### config.mk
export PLATFORM = sky130hd
export DESIGN_NAME = backlight_timeout_fade_controller
export DESIGN_NICKNAME = d
export VERILOG_FILES = /design/src/rtl/btfc_pkg.sv /design/src/rtl/backlight_timeout_fade_controller.sv /design/src/rtl/btfc_core.sv /design/src/rtl/btfc_pct.sv
export SDC_FILE = /design/constraint.sdc
export NUM_CORES = 1
export LEC_CHECK = 0
export ABC_CLOCK_PERIOD_IN_PS = 10300
export BUFFER_PORTS_ARGS = -buffer_cell sky130_fd_sc_hd__buf_4
export CAP_MARGIN = 25
export CORE_AREA = 3 3 202 204
export DETAILED_ROUTE_END_ITERATION = 7
export DIE_AREA = 0 0 205 207
export PLACE_DENSITY_LB_ADDON = 0.05
export SLEW_MARGIN = 20
export SYNTH_ARGS = -nofsm -noshare
export SYNTH_HDL_FRONTEND = slang
export SYNTH_HIERARCHICAL = 1
export SYNTH_SLANG_ARGS = --single-unit
export TNS_END_PERCENT = 30
### constraint.sdc
create_clock -name clk_i -period 10.3 [get_ports clk_i]
set_clock_uncertainty 0.05 [all_clocks]
set_input_delay 1.545 -clock clk_i [delete_from_list [all_inputs] [get_ports clk_i]]
set_output_delay 1.545 -clock clk_i [all_outputs]
set_load 0.02 [all_outputs]
### src/rtl/btfc_pkg.sv
// Shared types and codes for the backlight timeout and fade controller.
// No dependencies; imported by btfc_core and the top level.
package btfc_pkg;

  // request codes
  localparam logic [3:0] REQ_PRESS     = 4'd0;
  localparam logic [3:0] REQ_RELEASE   = 4'd1;
  localparam logic [3:0] REQ_INTERACT  = 4'd2;
  localparam logic [3:0] REQ_FORCE     = 4'd3;
  localparam logic [3:0] REQ_RESPECT   = 4'd4;
  localparam logic [3:0] REQ_RST_USER  = 4'd5;
  localparam logic [3:0] REQ_RST_TIMED = 4'd6;
  localparam logic [3:0] REQ_TGL_EN    = 4'd7;
  localparam logic [3:0] REQ_TGL_AMB   = 4'd8;
  localparam logic [3:0] REQ_PERMIT    = 4'd9;
  localparam logic [3:0] REQ_TICK      = 4'd10;
  localparam logic [3:0] REQ_SAMPLE    = 4'd11;

  // light modes
  localparam logic [1:0] MODE_OFF    = 2'd0;
  localparam logic [1:0] MODE_ON     = 2'd1;
  localparam logic [1:0] MODE_TIMED  = 2'd2;
  localparam logic [1:0] MODE_FADING = 2'd3;

  // config register indexes
  localparam logic [1:0] CFG_USER_LEVEL = 2'd0;
  localparam logic [1:0] CFG_TIMEOUT_MS = 2'd1;
  localparam logic [1:0] CFG_DYNAMIC_ON = 2'd2;
  localparam logic [1:0] CFG_DARK_LIMIT = 2'd3;

  typedef struct packed {
    logic [15:0] user_level;
    logic [15:0] timeout_ms;
    logic        dynamic_on;
    logic [15:0] dark_limit;
  } cfg_t;

  typedef struct packed {
    logic [3:0]  req_type;
    logic        flag_bit;
    logic [15:0] als_level;
    logic        is_bright;
    logic        power_save;
  } req_t;

  typedef struct packed {
    logic [15:0] level;
    logic [1:0]  mode;
  } res_t;

endpackage

### src/rtl/backlight_timeout_fade_controller.sv
// Backlight timeout and fade controller, top level. Uses btfc_pkg, btfc_core, btfc_pct.
// Three register stages: input word, event result, output word with percent.
// An accepted word moves from the input register to the event result register, then to the output register.
// One word per cycle while the output is not stalled; the core state updates as the event result is registered.
// Reset: async active low; pipeline empty, light off, config at its defaults.
module backlight_timeout_fade_controller import btfc_pkg::*; #(
  parameter int unsigned MAX_BRIGHTNESS = 65535,
  parameter int unsigned ALS_DEPTH      = 5,
  parameter int unsigned FADE_STEPS     = 20
) (
  input  logic        clk_i,
  input  logic        rst_ni,
  input  logic        cfg_we_i,
  input  logic [1:0]  cfg_idx_i,
  input  logic [15:0] cfg_data_i,
  input  logic        in_valid_i,
  output logic        in_stall_o,
  input  logic [3:0]  req_type_i,
  input  logic        flag_bit_i,
  input  logic [15:0] als_level_i,
  input  logic        is_bright_i,
  input  logic        power_save_i,
  output logic        out_valid_o,
  input  logic        out_stall_i,
  output logic [15:0] level_o,
  output logic [6:0]  level_pct_o,
  output logic [1:0]  mode_o
);

  cfg_t       cfg_q;
  req_t       in_q;
  logic       in_v_q;
  res_t       mid_q;
  logic       mid_v_q;
  res_t       out_q;
  logic [6:0] pct_q;
  logic       out_v_q;

  logic       rdy0, rdy1, rdy2;
  logic       adv;
  res_t       core_res;
  logic [6:0] pct;

  assign rdy2 = !out_v_q || !out_stall_i;
  assign rdy1 = !mid_v_q || rdy2;
  assign rdy0 = !in_v_q || rdy1;
  assign adv  = in_v_q && rdy1;

  always_ff @(posedge clk_i or negedge rst_ni) begin
    if (!rst_ni) begin
      cfg_q.user_level <= 16'd65535;
      cfg_q.timeout_ms <= 16'd3000;
      cfg_q.dynamic_on <= 1'b0;
      cfg_q.dark_limit <= 16'd0;
    end else if (cfg_we_i) begin
      unique case (cfg_idx_i)
        CFG_USER_LEVEL: cfg_q.user_level <= cfg_data_i;
        CFG_TIMEOUT_MS: cfg_q.timeout_ms <= cfg_data_i;
        CFG_DYNAMIC_ON: cfg_q.dynamic_on <= cfg_data_i[0];
        default:        cfg_q.dark_limit <= cfg_data_i;
      endcase
    end
  end

  always_ff @(posedge clk_i or negedge rst_ni) begin
    if (!rst_ni) begin
      in_v_q  <= 1'b0;
      mid_v_q <= 1'b0;
      out_v_q <= 1'b0;
    end else begin
      if (rdy0) in_v_q  <= in_valid_i;
      if (rdy1) mid_v_q <= in_v_q;
      if (rdy2) out_v_q <= mid_v_q;
    end
  end

  always_ff @(posedge clk_i) begin
    if (rdy0 && in_valid_i) begin
      in_q.req_type   <= req_type_i;
      in_q.flag_bit   <= flag_bit_i;
      in_q.als_level  <= als_level_i;
      in_q.is_bright  <= is_bright_i;
      in_q.power_save <= power_save_i;
    end
    if (adv) begin
      mid_q <= core_res;
    end
    if (rdy2 && mid_v_q) begin
      out_q <= mid_q;
      pct_q <= pct;
    end
  end

  btfc_core #(
    .MAX_BRIGHTNESS(MAX_BRIGHTNESS),
    .ALS_DEPTH     (ALS_DEPTH),
    .FADE_STEPS    (FADE_STEPS)
  ) u_core (
    .clk_i (clk_i),
    .rst_ni(rst_ni),
    .adv_i (adv),
    .req_i (in_q),
    .cfg_i (cfg_q),
    .res_o (core_res)
  );

  btfc_pct #(
    .MAX_BRIGHTNESS(MAX_BRIGHTNESS)
  ) u_pct (
    .level_i(mid_q.level),
    .pct_o  (pct)
  );

  assign in_stall_o  = !rdy0;
  assign out_valid_o = out_v_q;
  assign level_o     = out_q.level;
  assign level_pct_o = pct_q;
  assign mode_o      = out_q.mode;

  // stall upstream only when every stage is full and the output is held
  a_stall_full: assert property (@(posedge clk_i) disable iff (!rst_ni)
    in_stall_o |-> (out_valid_o && out_stall_i && mid_v_q && in_v_q))
    else $error("input stalled with a free pipeline stage");

  a_off_dark: assert property (@(posedge clk_i) disable iff (!rst_ni)
    (out_valid_o && (mode_o == MODE_OFF)) |-> (level_o == 16'd0))
    else $error("light off with nonzero level");

  a_fade_lit: assert property (@(posedge clk_i) disable iff (!rst_ni)
    (out_valid_o && (mode_o == MODE_FADING)) |-> (level_o != 16'd0))
    else $error("fading with zero level");

  a_pct_range: assert property (@(posedge clk_i) disable iff (!rst_ni)
    out_valid_o |-> (level_pct_o <= 7'd100))
    else $error("percent above full scale");

endmodule

### src/rtl/btfc_core.sv
// Event state machine: mode, level, countdown, button count and ambient ring.
// Uses btfc_pkg; state advances on adv_i, res_o is the state after the event.
module btfc_core import btfc_pkg::*; #(
  parameter int unsigned MAX_BRIGHTNESS = 65535,
  parameter int unsigned ALS_DEPTH      = 5,
  parameter int unsigned FADE_STEPS     = 20
) (
  input  logic clk_i,
  input  logic rst_ni,
  input  logic adv_i,
  input  req_t req_i,
  input  cfg_t cfg_i,
  output res_t res_o
);

  localparam int unsigned AIW = (ALS_DEPTH > 1) ? $clog2(ALS_DEPTH) : 1;
  localparam int unsigned ACW = $clog2(ALS_DEPTH + 1);

  localparam logic [15:0] LEVEL_MAX  = 16'(MAX_BRIGHTNESS);
  localparam logic [15:0] LEVEL_LP   = 16'((MAX_BRIGHTNESS * 25) / 100);
  localparam logic [15:0] LEVEL_DARK = 16'((MAX_BRIGHTNESS * 10) / 100);
  localparam int unsigned PER_RAW    = 500 / FADE_STEPS;
  localparam logic [15:0] FADE_PER   = 16'((PER_RAW == 0) ? 1 : PER_RAW);
  localparam logic [2:0]  BTN_MAX    = 3'd4;

  // level / FADE_STEPS by exact reciprocal multiply
  localparam int unsigned FS_L  = $clog2(FADE_STEPS);
  localparam int unsigned FS_SH = 16 + FS_L;
  localparam int unsigned FS_MW = FS_SH + 1;
  localparam int unsigned FS_PW = 16 + FS_MW;
  localparam longint unsigned FS_RECIP_L =
    ((64'd1 << FS_SH) + 64'(FADE_STEPS) - 64'd1) / 64'(FADE_STEPS);
  localparam logic [FS_MW-1:0] FS_RECIP = FS_MW'(FS_RECIP_L);

  logic [1:0]     mode_q, mode_d;
  logic [15:0]    level_q, level_d;
  logic [15:0]    wait_q, wait_d;
  logic [2:0]     held_q, held_d;
  logic           forced_q, forced_d;
  logic           permit_q, permit_d;
  logic           sw_q, sw_d;
  logic           amb_q, amb_d;
  logic [15:0]    fdec_q, fdec_d;
  logic [ACW-1:0] filled_q, filled_d;
  logic [AIW-1:0] next_q, next_d;
  logic [15:0]    samp_q [ALS_DEPTH];

  logic           samp_we;
  logic           go_en;
  logic [1:0]     go_sel;
  logic           ml;
  logic           dark;
  logic [15:0]    tgt;
  logic [2:0]     held_dec;
  logic [FS_PW-1:0] fs_prod;
  logic [15:0]    step_raw;
  logic [15:0]    step;

  function automatic logic may_fn(input logic permit, input logic sw, input logic amb,
                                  input logic bright, input logic [15:0] lvl);
    return permit && sw && !(amb && (lvl == 16'd0) && bright);
  endfunction

  // dark only when every held sample is at or below the limit
  always_comb begin
    dark = 1'b1;
    for (int i = 0; i < ALS_DEPTH; i++) begin
      if ((ACW'(i) < filled_q) && (samp_q[i] > cfg_i.dark_limit)) begin
        dark = 1'b0;
      end
    end
  end

  always_comb begin
    if (req_i.power_save) begin
      tgt = LEVEL_LP;
    end else if (cfg_i.dynamic_on && (filled_q != '0) && dark) begin
      tgt = LEVEL_DARK;
    end else if (cfg_i.user_level > LEVEL_MAX) begin
      tgt = LEVEL_MAX;
    end else begin
      tgt = cfg_i.user_level;
    end
  end

  assign fs_prod  = FS_PW'(level_q) * FS_PW'(FS_RECIP);
  assign step_raw = fs_prod[FS_SH +: 16];
  // step is latched on fade entry and held for the rest of the fade
  assign step     = (mode_q != MODE_FADING) ?
                    ((step_raw == 16'd0) ? 16'd1 : step_raw) : fdec_q;

  assign ml       = may_fn(permit_q, sw_q, amb_q, req_i.is_bright, level_q);
  assign held_dec = (held_q != 3'd0) ? held_q - 3'd1 : 3'd0;

  always_comb begin
    held_d   = held_q;
    forced_d = forced_q;
    permit_d = permit_q;
    sw_d     = sw_q;
    amb_d    = amb_q;
    filled_d = filled_q;
    next_d   = next_q;
    wait_d   = wait_q;
    samp_we  = 1'b0;
    go_en    = 1'b0;
    go_sel   = MODE_OFF;

    unique case (req_i.req_type)
      REQ_PRESS: begin
        held_d = (held_q == BTN_MAX) ? 3'd0 : held_q + 3'd1;
        if (ml) begin
          go_en  = 1'b1;
          go_sel = MODE_ON;
        end
      end
      REQ_RELEASE: begin
        held_d = held_dec;
        if ((held_dec == 3'd0) && (mode_q == MODE_ON) && !forced_q) begin
          go_en  = 1'b1;
          go_sel = MODE_TIMED;
        end
      end
      REQ_INTERACT: begin
        if ((held_q == 3'd0) && (mode_q != MODE_ON) && ml) begin
          go_en  = 1'b1;
          go_sel = MODE_TIMED;
        end
      end
      REQ_FORCE: begin
        forced_d = req_i.flag_bit;
        if (req_i.flag_bit) begin
          go_en  = 1'b1;
          go_sel = MODE_ON;
        end else if (held_q == 3'd0) begin
          go_en  = 1'b1;
          go_sel = MODE_OFF;
        end
      end
      REQ_RESPECT: begin
        forced_d = req_i.flag_bit;
        if (req_i.flag_bit) begin
          if (ml) begin
            go_en  = 1'b1;
            go_sel = MODE_ON;
          end
        end else if (held_q == 3'd0) begin
          go_en  = 1'b1;
          go_sel = MODE_OFF;
        end
      end
      REQ_RST_USER: begin
        if (forced_q) begin
          forced_d = 1'b0;
          if (held_q == 3'd0) begin
            go_en  = 1'b1;
            go_sel = MODE_OFF;
          end
        end
      end
      REQ_RST_TIMED: begin
        if (forced_q) begin
          forced_d = 1'b0;
          if (ml) begin
            go_en  = 1'b1;
            go_sel = MODE_TIMED;
          end
        end
      end
      REQ_TGL_EN: begin
        sw_d   = !sw_q;
        go_en  = 1'b1;
        go_sel = may_fn(permit_q, !sw_q, amb_q, req_i.is_bright, level_q) ?
                 MODE_TIMED : MODE_OFF;
      end
      REQ_TGL_AMB: begin
        amb_d  = !amb_q;
        go_en  = 1'b1;
        go_sel = (may_fn(permit_q, sw_q, !amb_q, req_i.is_bright, level_q) &&
                  !req_i.is_bright) ? MODE_TIMED : MODE_OFF;
      end
      REQ_PERMIT: begin
        permit_d = req_i.flag_bit;
        if (permit_q && !req_i.flag_bit) begin
          go_en  = 1'b1;
          go_sel = MODE_OFF;
        end
      end
      REQ_TICK: begin
        if ((mode_q == MODE_TIMED) || (mode_q == MODE_FADING)) begin
          if (wait_q <= 16'd1) begin
            go_en  = 1'b1;
            go_sel = MODE_FADING;
          end else begin
            wait_d = wait_q - 16'd1;
          end
        end
      end
      REQ_SAMPLE: begin
        samp_we = 1'b1;
        next_d  = (next_q == AIW'(ALS_DEPTH - 1)) ? '0 : next_q + AIW'(1);
        if (filled_q < ACW'(ALS_DEPTH)) begin
          filled_d = filled_q + ACW'(1);
        end
      end
      default: ;
    endcase

    mode_d  = mode_q;
    level_d = level_q;
    fdec_d  = fdec_q;
    if (go_en) begin
      unique case (go_sel)
        MODE_ON: begin
          mode_d  = MODE_ON;
          level_d = tgt;
          wait_d  = 16'd0;
        end
        MODE_TIMED: begin
          mode_d  = MODE_TIMED;
          level_d = tgt;
          wait_d  = cfg_i.timeout_ms;
        end
        MODE_FADING: begin
          fdec_d = step;
          if (level_q <= step) begin
            mode_d  = MODE_OFF;
            level_d = 16'd0;
            wait_d  = 16'd0;
          end else begin
            mode_d  = MODE_FADING;
            level_d = level_q - step;
            wait_d  = FADE_PER;
          end
        end
        default: begin
          mode_d  = MODE_OFF;
          level_d = 16'd0;
          wait_d  = 16'd0;
        end
      endcase
    end
  end

  always_ff @(posedge clk_i or negedge rst_ni) begin
    if (!rst_ni) begin
      mode_q   <= MODE_OFF;
      level_q  <= 16'd0;
      wait_q   <= 16'd0;
      held_q   <= 3'd0;
      forced_q <= 1'b0;
      permit_q <= 1'b0;
      sw_q     <= 1'b1;
      amb_q    <= 1'b0;
      fdec_q   <= 16'd0;
      filled_q <= '0;
      next_q   <= '0;
    end else if (adv_i) begin
      mode_q   <= mode_d;
      level_q  <= level_d;
      wait_q   <= wait_d;
      held_q   <= held_d;
      forced_q <= forced_d;
      permit_q <= permit_d;
      sw_q     <= sw_d;
      amb_q    <= amb_d;
      fdec_q   <= fdec_d;
      filled_q <= filled_d;
      next_q   <= next_d;
    end
  end

  // entries past the fill count are never read, so no reset here
  always_ff @(posedge clk_i) begin
    if (adv_i && samp_we) begin
      samp_q[next_q] <= req_i.als_level;
    end
  end

  assign res_o.level = level_d;
  assign res_o.mode  = mode_d;

endmodule

### src/rtl/btfc_pct.sv
// Level to percent of full scale: level*100/MAX_BRIGHTNESS, truncated.
// Exact reciprocal multiply; no package dependency.
module btfc_pct #(
  parameter int unsigned MAX_BRIGHTNESS = 65535
) (
  input  logic [15:0] level_i,
  output logic [6:0]  pct_o
);

  localparam int unsigned PL  = $clog2(MAX_BRIGHTNESS);
  localparam int unsigned PSH = 23 + PL;
  localparam int unsigned PMW = 25;
  localparam longint unsigned PM_L =
    ((64'd1 << PSH) + 64'(MAX_BRIGHTNESS) - 64'd1) / 64'(MAX_BRIGHTNESS);
  localparam logic [PMW-1:0] PM = PMW'(PM_L);

  logic [22:0] lv;
  logic [22:0] x100;
  logic [47:0] prod;

  assign lv    = 23'(level_i);
  assign x100  = (lv << 6) + (lv << 5) + (lv << 2);
  assign prod  = 48'(x100) * 48'(PM);
  assign pct_o = prod[PSH +: 7];

endmodule

==> metrics.txt <==
ranking of synthesized cells by area=edfxtp_1, ha_1, dfrtp_1; Hold-fix buffers, CTS=0; Setup CP Type=reg -> reg; number of flops mapped to enable cells by yosys=146; Critical Path Fanout Max=13; die area=42,400 µm²; Yosys top cell by area=edfxtp_1; worst setup path end=mid_q[3]; final core utilization=57.9%; Least-Margin Pin Slew=0.919 ns; max_slew headroom=38.1%; startpoint types=flip-flop; Final HPWL DP=40,500 µm; RSZ-0062 raised after global routing=no; core area=39,500 µm²; most frequent cells after synthesis=ha_1, inv_1, edfxtp_1; CTS Buf Count=30; gr usage total=23.9%; first-pass detailed-route iteration total=5; gp weighted congestion=0.921; TritonCTS clock tree=yes; Reg2Reg Setup Slack=0.73 ns; clock root cell=clkbuf_16; Site Rows=73; setup TNS=0 ns; Die Y=207 µm; Fill cells=3,406; Final ANT Viol Nets=0; n_diodes=0; crit path capture type=flip-flop; mapped cell area=20,700 µm²; slowest stage delay, CP=0.72 ns; largest net degree at the start of global routing=58; most common cell in the synthesized netlist=ha_1; initial DRC count=823; Routed WL=50,500 µm; Final min period=9.57 ns; CP arrival=9.87 ns; RR Endpoint=mid_q[3]; nets=2,459; number of synthesized register bits=261; clk buf depth=3; H-tree depth reported by CTS=1; Post-Syn Nets=2,379; Async S/R FF share, synth=44.1%; HP Class=reg -> reg; DR WL/cell=20.0 µm; Via Count=14,500; Clock Latency Late Sink=0.59 ns; antenna violations before repair=0; DRC=0; total grt overflow=0; reg-to-reg startpoint=u_core/level_q[5]; worst hold margin=0.429 ns; cell mode on critical path=inv_1; CTS sink count=261; Max-Cap Viols=0; Period Utilization, post-route=92.9%; worst-case reg-to-reg path depth=35; post-synthesis cell type count=97; Fin. Hold Viols=0; Mean Syn Cell Area=11.0 µm²; first-pass GRT wire length=80,400 µm; Ys Warns=6; Max Freq=104 MHz; fraction of layout cells with a size suffix above 1=12.9%; Mapped Cells=1,893; Worst EP required=10.60 ns; vias in the first global route=14,700; post-CTS setup buffers=0; input/output buffers=72; Post-synth top flop=edfxtp_1; endpoints failing setup=0; Final Max Tran Viols=0; Initial Util=52.6%; Layout area overhead=10.2%; Synth top area share=21.1%; CTS resizes=0; num ports=73; Seq/Total Area, Yosys=35.1%; Critical Path Start=u_core/level_q[5]; outcome=finished, final reports clean; Die X=205 µm; Vias/cell=5.74; Worst-path clk slew=0.07 ns; CP max-delay cell=o41ai_1
==> cell usage in the layout, fill, tap and decap left out, drive strengths merged, types with 13 or more instances in the layout <==
master  count
a211oi     14
a21o       64
a21oi      92
a31oi      26
and2       20
and3       13
buf        86
clkbuf     46
dfrtp      91
dfstp      24
edfxtp    146
fa         94
ha        346
inv       242
mux2       63
mux2i      22
nand2      83
nand3      39
nand4      37
nor2       75
nor2b      18
nor3       20
o21ai     103
xnor2      36
xor2       25
==> cell type report <==
| cell class | instances | area, µm² | area share [%] |
|---|---|---|---|
| multi-input cells | 1352 | 12400 | 54.1 |
| flip-flops and latches | 261 | 7290 | 31.9 |
| inverters | 242 | 908 | 3.97 |
| clock buffers | 46 | 873 | 3.82 |
| repair buffers | 86 | 666 | 2.91 |
| well taps | 525 | 657 | 2.87 |
| clock inverters | 10 | 98.8 | 0.432 |
==> metal layers <==
| metal | vias up | global-route usage (%) | routed length (µm) |
|---|---|---|---|
| met2 | 324 | 39.6 | 24300 |
| met5 | - | 0 | 0 |
| li1 | 6998 | - | - |
| met3 | 107 | 3.00 | 2020 |
| met4 | 0 | 9.24 | 2190 |
| met1 | 7058 | 32.2 | 22000 |
==> through the flow <==
step,cells,setup slack (ns),cell area [µm²]
finish,2522,0.729,22900
global route,2522,0.168,22900
CTS,2521,0.771,22800
detailed placement,2465,0.823,21900
global placement,2464,0.960,21900
floorplan,1893,2.06,20700
==> registers in the layout, indices dropped and copies added, names as in the netlist, 7 cells and up <==
name,cells
mid_q,18
u_core/fdec_q,16
u_core/wait_q,16
level_o,16
u_core/level_q,16
in_q,23
u_core/samp_q,80
level_pct_o,7
cfg_q,49
==> worst min-delay path by stage <==
stage                 start            to  depth (start not counted)
3_3_place_gp       mid_q[0]     mode_o[0]                          0
6_report       u_core/amb_q  u_core/amb_q                          1
3_5_place_dp   u_core/amb_q  u_core/amb_q                          1
2_1_floorplan      mid_q[0]     mode_o[0]                          0
4_1_cts        u_core/amb_q  u_core/amb_q                          1
5_1_grt            mid_q[0]     mode_o[0]                          0
==> logic make-up after synthesis <==
logic type / synth area share, %
AOI/OAI and AO/OA: 12.9
buffers and inverters: 5.46
xor gates and xnor gates: 2.65
and+or+nand+nor: 9.24
DFF: 35.1
muxes: 4.54
adders and majority gates: 30.0
==> worst max-delay path, delay by kind of cell (launching register included) <==
kind                     cells  cell delay, ns
buffers and inverters        7            0.75
AND/OR/NAND/NOR              4            0.47
flip-flops                   1            0.67
AO/OA/AOI/OAI               15            3.73
adder cells (fa/ha/maj)      9            3.66
Power is not shown: default switching activity piles up to over one toggle a cycle in this logic, so the estimate is an artifact.
